File: src/rtl/qss_pkg.sv
// Shared constants for the quadrilateral scan-line span block.
`timescale 1ns / 1ps
package qss_pkg;
  localparam int unsigned NumVerts = 4;
  localparam int unsigned NumEdges = 4;
  localparam int unsigned Canvas   = 512;

  localparam logic [3:0] RegV0X = 4'd0;
  localparam logic [3:0] RegV0Y = 4'd1;
  localparam logic [3:0] RegV1X = 4'd2;
  localparam logic [3:0] RegV1Y = 4'd3;
  localparam logic [3:0] RegV2X = 4'd4;
  localparam logic [3:0] RegV2Y = 4'd5;
  localparam logic [3:0] RegV3X = 4'd6;
  localparam logic [3:0] RegV3Y = 4'd7;

  localparam int unsigned EdgeA [NumEdges] = '{0, 1, 3, 0};
  localparam int unsigned EdgeB [NumEdges] = '{1, 2, 2, 3};
endpackage

File: src/rtl/qss_divider.sv
// Pipelined restoring divider, one quotient bit per stage.
`timescale 1ns / 1ps
module qss_divider import qss_pkg::*; #(
  parameter int unsigned NW = 19,
  parameter int unsigned DW = 9,
  parameter int unsigned TW = 1
) (
  input  logic          clk_i,
  input  logic          rst_ni,
  input  logic          en_i,
  input  logic          valid_i,
  input  logic [NW-1:0] num_i,
  input  logic [DW-1:0] den_i,
  input  logic [TW-1:0] tag_i,
  output logic          valid_o,
  output logic [NW-1:0] quo_o,
  output logic [TW-1:0] tag_o
);
  logic            vld_q [1:NW];
  logic [NW-1:0]   quo_q [1:NW];
  logic [DW-1:0]   rem_q [1:NW];
  logic [NW-1:0]   num_q [1:NW];
  logic [DW-1:0]   den_q [1:NW];
  logic [TW-1:0]   tag_q [1:NW];

  for (genvar s = 0; s < NW; s++) begin : g_stage
    logic          vld_in;
    logic [NW-1:0] quo_in;
    logic [NW-1:0] num_in;
    logic [DW-1:0] rem_in;
    logic [DW-1:0] den_in;
    logic [TW-1:0] tag_in;
    logic [DW:0]   trial;
    logic          ge;
    if (s == 0) begin : g_head
      assign vld_in = valid_i;
      assign quo_in = '0;
      assign rem_in = '0;
      assign num_in = num_i;
      assign den_in = den_i;
      assign tag_in = tag_i;
    end else begin : g_body
      assign vld_in = vld_q[s];
      assign quo_in = quo_q[s];
      assign rem_in = rem_q[s];
      assign num_in = num_q[s];
      assign den_in = den_q[s];
      assign tag_in = tag_q[s];
    end
    assign trial = {rem_in, num_in[NW-1-s]};
    assign ge    = trial >= {1'b0, den_in};
    always_ff @(posedge clk_i or negedge rst_ni) begin
      if (!rst_ni) begin
        vld_q[s+1] <= 1'b0;
      end else if (en_i) begin
        vld_q[s+1] <= vld_in;
      end
    end
    always_ff @(posedge clk_i) begin
      if (en_i) begin
        rem_q[s+1] <= ge ? DW'(trial - {1'b0, den_in}) : trial[DW-1:0];
        quo_q[s+1] <= quo_in | (NW'(ge) << (NW-1-s));
        num_q[s+1] <= num_in;
        den_q[s+1] <= den_in;
        tag_q[s+1] <= tag_in;
      end
    end
  end

  assign valid_o = vld_q[NW];
  assign quo_o   = quo_q[NW];
  assign tag_o   = tag_q[NW];
endmodule

File: config.mk
export PLATFORM = sky130hd
export DESIGN_NAME = qss_divider
export DESIGN_NICKNAME = d
export VERILOG_FILES = /design/src/rtl/qss_pkg.sv /design/src/rtl/qss_divider.sv
export SDC_FILE = /design/constraint.sdc
export NUM_CORES = 1
export LEC_CHECK = 0
export BUFFER_PORTS_ARGS = -buffer_cell sky130_fd_sc_hd__clkbuf_2
export CAP_MARGIN = 20
export CORE_MARGIN = 4
export CORE_UTILIZATION = 50
export DETAILED_ROUTE_END_ITERATION = 6
export MAX_ROUTING_LAYER = met4
export PLACE_DENSITY_LB_ADDON = 0.2
export SETUP_SLACK_MARGIN = 0.05
export SLEW_MARGIN = 10
export SYNTH_ARGS = -nofsm -noshare
export SYNTH_HDL_FRONTEND = slang
export SYNTH_SLANG_ARGS = --single-unit
File: constraint.sdc
create_clock -name clk_i -period 5.1 [get_ports clk_i]
set_input_delay 0.765 -clock clk_i [delete_from_list [all_inputs] [get_ports clk_i]]
set_output_delay 0.765 -clock clk_i [all_outputs]
set_load 0.01 [all_outputs]
---- After elaboration in Yosys (flattened, before gate mapping) ----
Memory sizes are Yosys's and may differ from the RTL's.
Index checks and enable logic that the tools add are counted.
cells by class
  bitwise gates (word level) .............. 18
  magnitude comparators ................... 19
  mux-type cells .......................... 21
  $add $sub $neg .......................... 19
operator list
  kind             number
  $ge A10 B9 Y1    18
  $mux W9          19
  $sub A9 B9 Y9    18
  $or A19 B1 Y19   1
  $or A19 B10 Y19  1
  $or A19 B11 Y19  1
  $or A19 B12 Y19  1
  $or A19 B13 Y19  1
  $or A19 B14 Y19  1
  $or A19 B15 Y19  1
  $or A19 B16 Y19  1
  $or A19 B17 Y19  1
  $or A19 B18 Y19  1
  $or A19 B2 Y19   1
  $or A19 B3 Y19   1
  $or A19 B4 Y19   1
  $or A19 B5 Y19   1
  $or A19 B6 Y19   1
  $or A19 B7 Y19   1
  $or A19 B8 Y19   1
  $or A19 B9 Y19   1
  $ge A1 B9 Y1     1
  $sub A1 B9 Y9    1
  $mux W1          2
storage, ports and cells
  flip-flop bits (word level) ............. 19
  input bits .............................. 33
  output and inout port bits .............. 21
  memories kept ........................... 5
  logic and storage cells ................. 101
  memory bits (writable) .................. 1083
memory list
  memory  depth  bits a word  rd ports  clocked after Yosys merged registers in  wr ports  line               RTL
  num_q   19     19           18        0                                        19        qss_divider.sv:22  logic [NW-1:0] num_q [1:NW];
  quo_q   19     19           19        0                                        19        qss_divider.sv:20  logic [NW-1:0] quo_q [1:NW];
  den_q   19     9            18        0                                        19        qss_divider.sv:23  logic [DW-1:0] den_q [1:NW];
  rem_q   19     9            18        0                                        19        qss_divider.sv:21  logic [DW-1:0] rem_q [1:NW];
  tag_q   19     1            19        0                                        19        qss_divider.sv:24  logic [TW-1:0] tag_q [1:NW];

---- Longest topological paths before layout ----
Gate-level depths: netlist (run 1).
An unclocked memory read counts as a cell.
  depth in word-level cells ............... 3
  depth in mapped cells ................... 10
  gate-level depth less buffers ........... 10

---- Worst setup path before layout (run 1) ----
No wires, ideal clock.
  kind .................................... register -> register
  start ................................... reg num_q[0][36] (netlist name)
  end ..................................... mem rem_q[2][1] (data pin)
  path buffers ............................ 1
  data required time ...................... 4840 ps
  clock period less this slack ............ 2603 ps
  setup slack ............................. 2497 ps
  stages on the path, launching flop included .. 11
  setup time .............................. 260 ps
  data arrival time ....................... 2344 ps
  path through ............................ edfxtp_1 inv_1 ha_1 inv_1 fa_1 a21o_1 a221oi_2 a21o_1 and2_1 buf_4 mux2_2
RTL lines
  element        line
  end, declared  qss_divider.sv:21

==> summary.md, run 1 <==
| Metric | Value |
|---|---|
| CP endpoint kind | flip-flop |
| Final clock skew | 0.02003 ns |
| Clk buf depth | 3 |
| Area share of the largest cell type after synthesis | 67.76% |
| WL/cell | 15.90 um |
| Final slew viol count | 0 |
| Vias in the first global route | 16660 |
| Register area | 0.02162 mm^2 |
| CTS-repair resized insts | 0 |
| # IOs | 54 |
| Vias/cell | 5.269 |
| Final period util | 59.18% |
| Xor-xnor portion of the synthesized cell area | 2.330% |
| Diode count | 0 |
| Post-synth EDFFs | 704 |
| Fin crit period | 3.018 ns |
| Place WS | 2.105 ns |
| Postcts setup bufs | 0 |
| DP HPWL | 32.20 mm |
| Simple-gate portion of the synthesized area | 4.191% |
| CTS H-tree lvls | 3 |
| Syn nets | 2202 |
| Post-Place Cell Area | 0.03259 mm^2 |
| Fin Hold WS | 0.1131 ns |
| Final ANT Viol Nets | 0 |
| Sequential-to-total area share from yosys stat | 69.28% |
| Worst setup margin | 2.082 ns |
| Worst-Margin Slew | 0.8125 ns |
| Async SR Flop Fraction | 2.628% |
| Setup CP Type | flip-flop to flip-flop |
| Design Area, Final | 0.03503 mm^2 |
| CP arrival | 3.37 ns |
| Worst skew pair latency | 0.60 ns |
| Sum Neg Setup Slack | 0 ns |
| Ranking of synthesized cells by area | edfxtp_1, ha_1, mux2_2 |
| Max Cap Violations | 0 |
| TritonCTS clock tree | built |
| Area share of fa/ha/maj cells after synthesis | 7.668% |
| Via count | 15900 |
| Fraction of layout instances using a drive strength above 1 | 14.95% |
| Reg2reg setup slack | 2.08 ns |
| Post-synthesis mux area share | 5.298% |
| Final #Nets | 2335 |
| PwrDens | 541.4 mW/mm^2 |
| Netlist cell types | 79 |
| Core box area | 0.06171 mm^2 |
| Die height | 257.8 um |
| Total wire length | 47.97 mm |
| Hold Vio Cnt, Final | 0 |
| Area occupied by multi-input gates | 0.008652 mm^2 |
| Post-synth top cells | edfxtp_1, inv_1, ha_1, mux2_2, a21oi_1 |
| CTS sink cnt | 723 |
| Yosys reg bits | 723 |
| GRT Residual Overflow | 0 |
| Hold-fix buffers at CTS | 0 |
| FMAX | 0.3313 GHz |
| GR Util All Layers | 15.13% |
| Die ar. | 0.06646 mm^2 |
| Synth Cell Area | 0.03120 mm^2 |
| Die X | 257.8 um |
| P_leak | 13.48 nW |
| Clock slew at reported path FFs | 0.06 ns |
| Port Buffers | 53 |
| Std cell rows | 91 |
| Initial antenna violation count | 0 |
| Critical path launch point type | flip-flop |
| Count leader, synth | edfxtp_1 |
| Mapped Cells | 1988 |
| Main combinational cell family by area after synthesis | compound AO/OA/AOI/OAI gates |
| Worst r2r src | num_q[0][36]$_DFFE_PP_ |
| Worst slew margin | 45.83% |
| RSZ-0062 raised after global routing | false |
| Starting Density | 50.56% |
| Ys flop type | edfxtp_1 |
| R2r endpoint | rem_q[2][4]$_DFFE_PP_ |
| Setup violations, final | 0 |
| Peak supply drop | 0.0002916 V |
| Status | finished clean |
| Drt initial violations | 912 |
| Worst EP required | 5.45 ns |
| Syn. warnings | 0 |
| P&R area growth vs syn | 12.28% |
| Remaining DRCs | 0 |
| Max Fanout on Critical Path | 9 |
| # fillers | 4891 |
| Largest area contributor in the netlist | edfxtp_1 |
| First-pass GRT wire length | 81.14 mm |
| Setup crit start | num_q[0][36]$_DFFE_PP_ |
| RePlAce Congestion | 0.8859 |
| DR pass1 iterations | 5 |
| Mean Syn Cell Area | 15.69 um^2 |
| Clock Tree Root | clkbuf_16 |
| CTS buffer count | 77 |
| Worst Reg-to-Reg Cells | 9 |
| Min-Delay Path Class | input port to async pin |
| Compound-gate portion of the synthesized area | 8.245% |
| Largest net degree at the start of global routing | 140 |
## worst max-delay path, stage by stage, from the launching register on
cell	delay, ns
edfxtp_1	0.39
inv_1	0.08
ha_1	0.14
inv_1	0.08
fa_1	0.45
a21o_1	0.21
a221oi_2	0.40
a21o_1	0.24
and2_1	0.40
mux2_2	0.39
## power by group
| part | leakage, nW | total [mW] | switching, mW | internal (mW) |
|---|---|---|---|---|
| Clock | 1.17 | 5.29 | 2.19 | 3.10 |
| Sequential | 7.09 | 8.36 | 0.474 | 7.88 |
| Combinational | 5.22 | 5.32 | 2.77 | 2.54 |
## flip-flops by register name, summed over array words and instances (netlist names)
| name | flops |
|---|---|
| quo_q | 190 |
| g_stage.vld_in | 18 |
| valid_o | 1 |
| tag_q | 19 |
| den_q | 162 |
| rem_q | 162 |
| num_q | 171 |
## placed cells by master, fill, tap and decap left out, drive strengths merged, types with 6 or more instances in the layout
master and instances:
a211oi 13, a21boi 9, a21o 44, a21oi 97
a221oi 12, a22o 6, a22oi 8, a31o 7
a31oi 8, and3 13, buf 11, clkbuf 146
clkinv 32, clkinvlp 6, dfrtp 19, edfxtp 704
fa 17, ha 164, inv 235, mux2 118
mux2i 29, nand2 42, nand2b 8, nand3 64
nor2 65, nor2b 23, nor3 14, o2111ai 8
o211a 9, o211ai 11, o21a 10, o21ai 56
o31ai 25, xnor2 52, xor2 31
## routing by layer
layer	vias up	global-route usage (%)	part of all wire, %
met5	-	-	0
met4	0	5.772	3.4
met3	126	3.040	3.5
met2	246	25.67	50
met1	7731	18.02	43
li1	7793	-	-
## logic make-up after synthesis
kind of cell / Yosys count
AND/OR/NAND/NOR: 260
adder cells (fa/ha/maj): 181
XOR/XNOR: 83
AO/OA/AOI/OAI: 351
buffers and inverters: 243
flip-flops: 723
multiplexers: 147
## stage by stage
step           instances  utilization (%)  power [mW]
5_1_grt             3017            56.77       20.15
3_3_place_gp        2877            52.82       13.56
4_1_cts             3015            56.74       19.19
2_1_floorplan       1988                -       12.54
3_5_place_dp        2877            52.82       13.76
6_report            3017            56.77       18.97
## how the worst max path moves through the flow
stage,to,slack (ns),cells past startpoint
2_1_floorplan,rem_q[2][1]$_DFFE_PP_,2.50,10
4_1_cts,rem_q[2][1]$_DFFE_PP_,2.09,9
6_report,rem_q[2][4]$_DFFE_PP_,2.08,9
3_5_place_dp,rem_q[2][4]$_DFFE_PP_,2.11,9
5_1_grt,rem_q[2][1]$_DFFE_PP_,1.92,9
3_3_place_gp,rem_q[2][3]$_DFFE_PP_,2.21,9
## layout make-up
| type | instances | area share, % |
|---|---|---|
| sequential | 723 | 61.70 |
| multi-input combinational | 1022 | 24.70 |
| clock buffer | 94 | 5.804 |
| tap | 837 | 2.989 |
| inverter | 234 | 2.514 |
| timing repair buffer | 63 | 1.179 |
| clock inverter | 44 | 1.111 |
(Power assumes the default switching activity.)
==> run 2: changes to the inputs <==
- ABC_AREA: default -> 1
- clock period: 5.1 -> 3.2 ns (I/O delays scaled with it)
==> run 2 against run 1 <==
Against the previous run:
- cell area rose by 7.2%
- clock-buffer cell count down 6
- non-clock buffer count increased by 14
- utilization rose by 0.15 points
- first-iteration DRC count increased by 61%
- synthesized cell count up 50%
- critical path type unchanged
- register-to-register slack got worse by 1.1 ns
- wire length increased by 32%
- global-route usage up 3.4 points
- power up 72%
==> summary.md, run 2 <==
| Metric | Value |
|---|---|
| Status | finished clean (unchanged) |
| Flop pwr share | 41.2% (was 44.1%) |
| Final ANT Viol Nets | 0 (unchanged) |
| RePlAce Congestion | 0.8410 (was 0.8859) |
| Compound-gate portion of the synthesized area | 1.651% (was 8.245%) |
| Worst Reg-to-Reg Cells | 10 (was 9) |
| WL/cell | 15.61 um (was 15.90 um) |
| Die height | 266.6 um (was 257.8 um) |
| Mapped Cells | 2991 (was 1988) |
| Worst path cell trace | inv_1 -> ha_1 -> inv_1 -> fa_1 -> nand4_1 -> nand2_1 -> nand2_2 -> nand2_4 -> nand2_1 -> nand2_1 (was inv_1 -> ha_1 -> inv_1 -> fa_1 -> a21o_1 -> a221oi_2 -> a21o_1 -> and2_1 -> mux2_2) |
| Buffers and inverters on the worst path | 2 (unchanged) |
| Drt initial violations | 1469 (was 912) |
| Vias in the first global route | 19880 (was 16660) |
| Die X | 266.6 um (was 257.8 um) |
| Remaining DRCs | 0 (unchanged) |
| Register area | 0.02162 mm^2 (unchanged) |
| Ys flop type | edfxtp_1 (unchanged) |
| Post-synthesis mux area share | 0.03369% (was 5.298%) |
| Core box area | 0.06598 mm^2 (was 0.06171 mm^2) |
| # IOs | 54 (unchanged) |
| First-pass GRT wire length | 103.3 mm (was 81.14 mm) |
| Final clock skew | 0.01960 ns (was 0.02003 ns) |
| Top delay family on crit path | simple AND/OR/NAND/NOR gates (was compound AO/OA/AOI/OAI gates) |
| Post-synth EDFFs | 704 (unchanged) |
| Setup violations, final | 0 (unchanged) |
| Sequential-to-total area share from yosys stat | 64.67% (was 69.28%) |
| FMAX | 0.4610 GHz (was 0.3313 GHz) |
| Vias/cell | 5.022 (was 5.269) |
| Yosys reg bits | 723 (unchanged) |
| Fraction of layout instances using a drive strength above 1 | 10.66% (was 14.95%) |
| Area share of the largest cell type after synthesis | 63.25% (was 67.76%) |
| Hold Vio Cnt, Final | 0 (unchanged) |
| Post-synth top cells | nand2_1, edfxtp_1, inv_1, nand3_1, ha_1 (was edfxtp_1, inv_1, ha_1, mux2_2, a21oi_1) |
| Hold_sp | num_i[11] |
| Power share of the clock group | 28.3% (was 27.9%) |
| Clk buf depth | 3 (unchanged) |
| Gate power share | 30.5% (was 28.0%) |
| Most frequent cells in the layout | nand2_1, edfxtp_1, inv_1 (was edfxtp_1, inv_1, ha_1) |
| CTS sink cnt | 723 (unchanged) |
| Area share of fa/ha/maj cells after synthesis | 7.157% (was 7.668%) |
| Worst slew margin | 52.67% (was 45.83%) |
| Mean Syn Cell Area | 11.18 um^2 (was 15.69 um^2) |
| Netlist cell types | 33 (was 79) |
| Final slew viol count | 0 (unchanged) |
| Worst EP required | 3.56 ns (was 5.45 ns) |
| Async SR Flop Fraction | 2.628% (unchanged) |
| CP max stage delay | 0.46 ns (was 0.45 ns) |
| # fillers | 5534 (was 4891) |
| Starting Density | 50.66% (was 50.56%) |
| Synth Cell Area | 0.03343 mm^2 (was 0.03120 mm^2) |
| Postcts setup bufs | 0 (unchanged) |
| Final period util | 67.78% (was 59.18%) |
| Largest area contributor in the netlist | edfxtp_1 (unchanged) |
| Switch Pwr | 10.97 mW (was 5.436 mW) |
| Main combinational cell family by area after synthesis | simple AND/OR/NAND/NOR gates (was compound AO/OA/AOI/OAI gates) |
| Setup crit start | num_q[0][36]$_DFFE_PP_ (unchanged) |
| Crit-path slowest cell | fa_1 (unchanged) |
| Max Cap Violations | 0 (unchanged) |
| Hold-fix buffers at CTS | 1 (was 0) |
| Total wire length | 63.12 mm (was 47.97 mm) |
| Largest net degree at the start of global routing | 85 (was 140) |
| Max reg flops | 190 (unchanged) |
| CTS H-tree lvls | 3 (unchanged) |
| Cell Count, Final, Fillers Out | 4045 (was 3017) |
| Count leader, synth | nand2_1 (was edfxtp_1) |
| Design Area, Final | 0.03755 mm^2 (was 0.03503 mm^2) |
| Worst r2r src | num_q[0][36]$_DFFE_PP_ (unchanged) |
| Port Buffers | 53 (unchanged) |
| Simple-gate portion of the synthesized area | 19.09% (was 4.191%) |
| DP Cell Count | 3904 (was 2877) |
| Sw Ratio | 33.58% (was 28.66%) |
| RSZ-0062 raised after global routing | false (unchanged) |
| Int Power | 21.69 mW (was 13.53 mW) |
| CTS buffer count | 77 (unchanged) |
| Post-Place Cell Area | 0.03489 mm^2 (was 0.03259 mm^2) |
| DR pass1 iterations | 6 (was 5) |
| Sum Neg Setup Slack | 0 ns (unchanged) |
| Hold Path Stages | 1 |
| P_leak | 16.79 nW (was 13.48 nW) |
| Syn nets | 3205 (was 2202) |
| Min-Delay Path Class | input port to flip-flop (was input port to async pin) |
| Largest regs | quo_q (190), num_q (171) (unchanged) |
| Die ar. | 0.07105 mm^2 (was 0.06646 mm^2) |
| GRT Residual Overflow | 0 (unchanged) |
| Worst-Margin Slew | 0.7099 ns (was 0.8125 ns) |
| Crit-path most repeated cell | nand2_1 |
| Ranking of synthesized cells by area | edfxtp_1, nand2_1, ha_1 (was edfxtp_1, ha_1, mux2_2) |
| GR Util All Layers | 18.58% (was 15.13%) |
| Syn. warnings | 0 (unchanged) |
| Fin crit period | 2.169 ns (was 3.018 ns) |
| DP HPWL | 45.22 mm (was 32.20 mm) |
| Std cell rows | 94 (was 91) |
| TritonCTS clock tree | built (unchanged) |
| Final #Nets | 3334 (was 2335) |
| CTS-repair resized insts | 0 (unchanged) |
| CP arrival | 2.53 ns (was 3.37 ns) |
| Setup CP Type | flip-flop to flip-flop (unchanged) |
| Clock slew at reported path FFs | 0.06 ns (about the same) |
| Commonest non-fill, non-tap cell in the layout | nand2_1 (was edfxtp_1) |
| Peak supply drop | 0.0004304 V (was 0.0002916 V) |
| Worst skew pair latency | 0.61 ns (was 0.60 ns) |
| Critical path depth | 10 (was 9) |
| Xor-xnor portion of the synthesized cell area | 1.336% (was 2.330%) |
| PwrDens | 869.5 mW/mm^2 (was 541.4 mW/mm^2) |
| Via count | 20310 (was 15900) |
| Area occupied by multi-input gates | 0.009783 mm^2 (was 0.008652 mm^2) |
| Reg with most FFs | quo_q (unchanged) |
| Clock Tree Root | clkbuf_16 (unchanged) |
| Diode count | 0 (unchanged) |
| P&R area growth vs syn | 12.35% (was 12.28%) |
| Critical path launch point type | flip-flop (unchanged) |
| Initial antenna violation count | 0 (unchanged) |
| Max Fanout on Critical Path | 10 (was 9) |
| CP endpoint kind | flip-flop (unchanged) |
[run 2: changes by cell type in the layout (fill, tap and decap cells not counted), sizes merged, moves of 29 or more]
| cell | previous run | this run |
|---|---|---|
| o21ai | 56 | 14 |
| nand4 | 5 | 35 |
| inv | 235 | 495 |
| nand3 | 64 | 296 |
| nor2 | 65 | 95 |
| nand2 | 42 | 940 |
| a21o | 44 | 0 |
| xnor2 | 52 | 0 |
| mux2 | 118 | 1 |
| mux2i | 29 | 0 |
[run 2: power by group through the flow]
stage	Combinational, mW	Sequential [mW]	Clock, mW
2_1_floorplan	7.81	13.2	0
3_3_place_gp	9.86	13.6	0
3_5_place_dp	9.95	13.6	0
4_1_cts	10.0	13.5	9.52
5_1_grt	11.4	13.6	9.94
6_report	9.97	13.4	9.24
[run 2: kinds of logic (layout without fill, tap and decap cells)]
group / count (synthesis) / in the layout
simple gates: 1406 / 1406
flops: 723 / 723
buf+inv: 524 / 714
fa+ha+maj: 181 / 181
compound gates: 105 / 105
xor+xnor: 51 / 51
mux: 1 / 1
[run 2: path summary, 6_finish.rpt]
path | to | slack, ns
worst max-delay path | rem_q[2][8]$_DFFE_PP_ | 1.03
worst min-delay path | num_q[0][30]$_DFFE_PP_ | 0.05
worst max register to register | rem_q[2][8]$_DFFE_PP_ | 1.03
worst min register to register | num_q[1][6]$_DFFE_PP_ | 0.41
max in group asynchronous | g_stage[7].vld_in$_DFFE_PN0P_ | 2.52
min in group asynchronous | g_stage[16].vld_in$_DFFE_PN0P_ | 0.36
[run 2: per-stage QoR]
stage               util, %  power (mW)  hold slack [ns]  setup slack [ns]
finish                56.92       32.66          0.04522             1.031
global placement      52.88       23.51           0.4003             1.014
detailed placement    52.88       23.59           0.4045             1.021
floorplan                 -       20.98           0.1844             1.349
global route          56.92       34.97          0.01017            0.8498
CTS                   56.92       33.00       0.00009531             1.018
[run 2: metal layers]
layer	part of all wire [%]	global-route usage [%]	vias up
met5	0	-	-
met4	2.6	6.239	0
met3	3.9	2.646	116
met2	48	29.96	404
met1	45	24.57	9552
li1	-	-	10240
[run 2: layout make-up]
type	instances	share of cell area, %
Sequential cell	723	57.56
Multi-Input combinational cell	1744	26.05
Clock buffer	88	5.351
Inverter	497	4.968
Tap cell	864	2.879
Clock inverter	52	1.709
Timing Repair Buffer	77	1.486
